===== config.mk =====
export PLATFORM = sky130hd
export DESIGN_NAME = bnms_ovl
export DESIGN_NICKNAME = d
export VERILOG_FILES = /design/src/sv/bnms_pkg.sv /design/src/sv/bnms_ovl.sv
export SDC_FILE = /design/constraint.sdc
export NUM_CORES = 2
export LEC_CHECK = 0
export BUFFER_PORTS_ARGS = -buffer_cell sky130_fd_sc_hd__buf_2
export CAP_MARGIN = 20
export CORE_MARGIN = 2
export CORE_UTILIZATION = 25
export DETAILED_ROUTE_END_ITERATION = 6
export PLACE_DENSITY_LB_ADDON = 0.3
export SETUP_SLACK_MARGIN = 0.02
export SYNTH_ARGS = -nofsm -noshare
export SYNTH_HDL_FRONTEND = slang
export SYNTH_SLANG_ARGS = --single-unit

===== constraint.sdc =====
create_clock -name clk -period 8.4 [get_ports clk]
set_clock_uncertainty 0.15 [all_clocks]
set_input_delay 1.68 -clock clk [delete_from_list [all_inputs] [get_ports clk]]
set_output_delay 1.68 -clock clk [all_outputs]
set_load 0.1 [all_outputs]

===== src/sv/bnms_pkg.sv =====
package bnms_pkg;

  // per-cell control from the sequencer
  typedef struct packed {
    logic shift;   // ring rotates one place
    logic load;    // capture a new box
    logic kill;    // frame end: drop the box
    logic wb;      // take the overlap unit's alive verdict while shifting
  } cell_ctrl_t;

  localparam logic [15:0] THRESH_RESET = 16'd19661;
  localparam int          PIPE_DEPTH   = 4;   // register stages in the overlap unit
  localparam int          COORD_W      = 12;
  localparam int          SCORE_W      = 16;
  localparam int          KIDX_W       = 5;

endpackage


===== src/sv/bnms_ovl.sv =====
module bnms_ovl #(
  parameter int C  = 12,
  parameter int IW = 5
) (
  input  logic                      clk,
  input  logic                      rst_n,
  input  logic                      en,
  input  logic [4*C+15+IW:0]        cand,
  input  logic                      cand_alive,
  input  logic [4*C+15+IW:0]        kept,
  input  logic                      has_kept,
  input  logic [15:0]               thr,
  output logic                      vld,
  output logic [4*C+15+IW:0]        data,
  output logic                      keep_alive
);
  import bnms_pkg::*;

  localparam int W = 4*C + 16 + IW;
  localparam int H = C + 1;

  // box word layout: {x, y, w, h, score, idx}
  logic [C-1:0]  cx, cy, kx, ky, kw, kh;
  logic [C-1:0]  cwid, chgt;
  logic [IW-1:0] cidx, kidx;
  logic [C:0]    ax1, bx1, ay1, by1, x0, x1, y0, y1;

  assign cx   = cand[W-1 -: C];
  assign cy   = cand[W-1-C -: C];
  assign cidx = cand[IW-1:0];
  assign kx   = kept[W-1 -: C];
  assign ky   = kept[W-1-C -: C];
  assign kw   = kept[W-1-2*C -: C];
  assign kh   = kept[W-1-3*C -: C];
  assign kidx = kept[IW-1:0];
  assign cwid = cand[W-1-2*C -: C];
  assign chgt = cand[W-1-3*C -: C];

  always_comb begin
    ax1 = {1'b0, kx} + {1'b0, kw};
    bx1 = {1'b0, cx} + {1'b0, cwid};
    ay1 = {1'b0, ky} + {1'b0, kh};
    by1 = {1'b0, cy} + {1'b0, chgt};
    x0  = (kx > cx) ? {1'b0, kx} : {1'b0, cx};
    y0  = (ky > cy) ? {1'b0, ky} : {1'b0, cy};
    x1  = (ax1 < bx1) ? ax1 : bx1;
    y1  = (ay1 < by1) ? ay1 : by1;
  end

  // stage 1: intersection extents
  logic          s1_vld_r, s1_alive_r, s1_ov_r, s1_self_r;
  logic [W-1:0]  s1_data_r;
  logic [C:0]    s1_dx_r, s1_dy_r;
  // stage 2: products
  logic          s2_vld_r, s2_alive_r, s2_ov_r, s2_self_r;
  logic [W-1:0]  s2_data_r;
  logic [2*H-1:0] s2_inter_r;
  logic [2*C-1:0] s2_aa_r, s2_ab_r;
  // stage 3: union
  logic          s3_vld_r, s3_alive_r, s3_ov_r, s3_self_r;
  logic [W-1:0]  s3_data_r;
  logic [2*H-1:0] s3_inter_r, s3_uni_r;
  // stage 4: threshold * union in two halves
  logic          s4_vld_r, s4_alive_r, s4_ov_r, s4_self_r;
  logic [W-1:0]  s4_data_r;
  logic [2*H-1:0] s4_inter_r;
  logic [15+H:0]  s4_plo_r, s4_phi_r;

  always_ff @(posedge clk) begin
    if (!rst_n) begin
      s1_vld_r <= 1'b0;
      s2_vld_r <= 1'b0;
      s3_vld_r <= 1'b0;
      s4_vld_r <= 1'b0;
    end else begin
      s1_vld_r <= en;
      s2_vld_r <= s1_vld_r;
      s3_vld_r <= s2_vld_r;
      s4_vld_r <= s3_vld_r;
    end
    s1_data_r  <= cand;
    s1_alive_r <= cand_alive;
    s1_ov_r    <= has_kept && (x1 > x0) && (y1 > y0);
    s1_self_r  <= has_kept && (cidx == kidx);
    s1_dx_r    <= x1 - x0;
    s1_dy_r    <= y1 - y0;

    s2_data_r  <= s1_data_r;
    s2_alive_r <= s1_alive_r;
    s2_ov_r    <= s1_ov_r;
    s2_self_r  <= s1_self_r;
    s2_inter_r <= s1_dx_r * s1_dy_r;
    s2_ab_r    <= s1_data_r[W-1-2*C -: C] * s1_data_r[W-1-3*C -: C];
    s2_aa_r    <= kw * kh;

    s3_data_r  <= s2_data_r;
    s3_alive_r <= s2_alive_r;
    s3_ov_r    <= s2_ov_r;
    s3_self_r  <= s2_self_r;
    s3_inter_r <= s2_inter_r;
    s3_uni_r   <= {2'b00, s2_aa_r} + {2'b00, s2_ab_r} - s2_inter_r;

    s4_data_r  <= s3_data_r;
    s4_alive_r <= s3_alive_r;
    s4_ov_r    <= s3_ov_r;
    s4_self_r  <= s3_self_r;
    s4_inter_r <= s3_inter_r;
    s4_plo_r   <= thr * s3_uni_r[H-1:0];
    s4_phi_r   <= thr * s3_uni_r[2*H-1:H];
  end

  logic [2*H+15:0] lhs, rhs;
  logic            over;

  always_comb begin
    lhs  = {s4_inter_r, 16'h0000};
    rhs  = {s4_phi_r, {H{1'b0}}} + {{H{1'b0}}, s4_plo_r};
    over = s4_ov_r && (lhs > rhs);
  end

  assign vld        = s4_vld_r;
  assign data       = s4_data_r;
  assign keep_alive = s4_alive_r && !s4_self_r && !over;

endmodule


==> qor.txt <==
Final Wtd Congestion: 0.8362
Core Area: 0.1848 mm²
Post-synth EDFFs: 0
antenna viol nets, final: 0
post-CTS sizing: 0
routed via count: 31999
DRC Markers: 0
Final Hold Viols: 0
die footprint: 0.1891 mm²
# nets final: 6414
fraction of layout cells with a size suffix above 1: 6.674%
net count after synthesis: 6270
placed cell area: 0.05015 mm²
actual slew at the worst max-slew pin: 0.9954 ns
Post-DP HPWL: 95.34 mm
DR WL/cell: 15.38 µm
fmax: 0.1349 GHz
cts hold-fix bufs: 0
RSZ-0062 raised after global routing: no
cell area after synthesis: 0.04640 mm²
Final setup violation count: 0
initial core utilization: 25.10%
crit path max fanout: 7
hold path startpoint: s2_data_r[46]
Tcrit/Tclk final: 88.27%
final cell count without fillers: 7594
storage element area: 0.01057 mm²
CP Capture Type: output pin
Synth Flop Type: dfxtp_1
kind of critical path: reg -> out
clock tree sinks: 528
vias in the first global route: 34391
multi-input logic area: 0.03166 mm²
I/O Buffers: 213
Die Ht: 434.8 µm
Commonest cells post-synth: inv_1 (961), nand2_1 (665), fa_1 (660)
run status: complete, no violations
sequential area share after synthesis: 22.78%
fill cell count: 19597
Ys Warns: 0
final setup TNS: 0 ns
area leader, netlist: fa_1
clock buffer depth: 3
maxcap violations: 0
initial DRC count: 1590
Post-Place Worst Slack: 0.7368 ns
Num CTS Buffers: 57
Min-Delay Path Class: reg -> reg
clk_lat worst skew: 0.66 ns
Worst Setup SP: s4_plo_r[13]
ys async rst share: 0%
synthesis-to-finish area growth: 12.23%
startpoint types: register
post-synth top area share: 28.48%
GRT overflow: 0
drt pass-1 iters: 5
pin count of the biggest net entering global routing: 27
setup ws final: 0.9855 ns
row count: 158
Slew Viols, Final: 0
largest cells by area after synthesis: fa_1 (28%), dfxtp_1 (23%), ha_1 (14%), inv_1 (7.8%), nand2_1 (5.4%)
CTS root buffer: clkbuf_16
chip width: 434.8 µm
synth unique cells: 71
Worst Path Required: 6.57 ns
GR Util All Layers: 12.55%
vias per cell: 4.214
Post-CTS Setup Bufs: 0
arrival time at the worst endpoint: 5.58 ns
Gate Count Post-Synth: 4920
flop and latch count out of synthesis: 528
num ports: 230
initial antenna violation count: 11
placed cell count: 7485
Final min period: 7.415 ns
drt total wl: 116.8 mm
first-pass GRT wire length: 190.1 mm
Finished Cell Area: 0.05207 mm²
H-tree levels: 2
CTS tree: done
worst reg2reg path startpoint: s3_uni_r[20]
Mean Syn Cell Area: 9.430 µm²
relative slew slack: 33.55%
Reg clk slew, reported paths: 0.07 ns
cell with the most instances after synthesis: inv_1
## cell usage in the layout, fill, tap and decap left out, types with 6 or more instances in the layout
master | synthesis | final
a41oi_1 | 7 | 7
and3_1 | 23 | 23
nand2b_1 | 34 | 34
clkbuf_16 | 0 | 57
a21o_1 | 76 | 76
and2_1 | 322 | 322
mux2i_1 | 30 | 30
ha_1 | 531 | 531
o21bai_1 | 19 | 19
nand4_1 | 18 | 18
nor2_1 | 131 | 131
dfxtp_1 | 528 | 528
nor2b_1 | 43 | 43
or3_1 | 7 | 7
xnor2_1 | 152 | 152
buf_4 | 0 | 18
o31ai_1 | 7 | 7
xor2_1 | 57 | 57
fa_1 | 660 | 660
nand3_1 | 32 | 32
buf_2 | 0 | 213
o21ai_0 | 47 | 47
inv_6 | 0 | 11
o21a_1 | 27 | 27
a31oi_1 | 12 | 12
o21ai_1 | 55 | 55
clkbuf_1 | 143 | 10
clkinv_2 | 0 | 6
a211oi_1 | 21 | 21
inv_1 | 961 | 961
a21oi_1 | 161 | 161
o211ai_1 | 12 | 12
and4_1 | 9 | 9
nand2_1 | 665 | 665
nor3_1 | 43 | 43
## sequential cells by signal, summed over array words and instances (netlist names), 24 cells and up
| signal | cells |
|---|---|
| s2_data_r | 69 |
| data | 69 |
| s3_uni_r | 26 |
| s3_data_r | 69 |
| s2_ab_r | 24 |
| s1_data_r | 69 |
| s2_inter_r | 26 |
| s4_inter_r | 26 |
| s2_aa_r | 24 |
| s4_plo_r | 29 |
| s3_inter_r | 26 |
| s4_phi_r | 29 |
## through the flow
step	util [%]	hold WS (ns)
after floorplan	-	0.1596
after global placement	27.13	0.1599
after detailed placement	27.13	0.1621
after CTS	28.16	0.1670
after global routing	28.17	0.1653
final	28.17	0.1596
## per-layer routing
metal  vias to the layer above  routed length, µm  track usage, %
li1                      15495                  -               -
met1                     15745              54820           16.93
met2                       640              54360           21.18
met3                       119               5359           1.768
met4                         0               2254           2.765
met5                         -                  0               0
## critical path, stage by stage (launching register included)
cell      delay, ns
dfxtp_1        0.32
ha_1           0.18
inv_1          0.06
fa_1           0.39
nor2b_1        0.13
o21a_1         0.15
o21ai_1        0.08
a21oi_1        0.20
and4b_1        0.26
nor3_1         0.25
o31ai_2        0.17
a211oi_1       0.31
xnor2_1        0.18
ha_1           0.27
a21o_1         0.18
a21o_1         0.17
a21oi_1        0.15
nor2b_1        0.06
o21ai_0        0.15
a21oi_1        0.09
a211oi_1       0.21
o21ai_0        0.10
a21oi_1        0.36
buf_2          0.51
## kinds of logic after synthesis
| family | after synthesis | synth area share, % |
|---|---|---|
| simple gates | 1341 | 13.67 |
| fa+ha+maj | 1191 | 42.80 |
| buf+inv | 1107 | 8.972 |
| flops | 528 | 22.78 |
| compound gates | 509 | 7.068 |
| xor+xnor | 209 | 3.945 |
| mux | 35 | 0.7686 |
## path summary, 6_finish.rpt
check / cells past startpoint / slack, ns / endpoint
max reg2reg: 19 / 2.09 / s4_phi_r[28]
min: 0 / 0.16 / s3_data_r[46]
max: 23 / 0.99 / keep_alive
min reg2reg: 0 / 0.16 / s3_data_r[46]
## final cells by class
class | instances | share of cell area [%]
clock inverter | 32 | 0.7281
antenna | 5 | 0.02403
sequential | 528 | 20.30
tap | 2480 | 5.959
clock buffer | 72 | 2.944
multi-input combinational | 3285 | 60.81
inverter | 961 | 6.928
timing repair buffer | 231 | 2.307
Power is left out: the tool's default activity adds up to more than one toggle a clock period on the data nets, which glitch-free logic cannot reach.
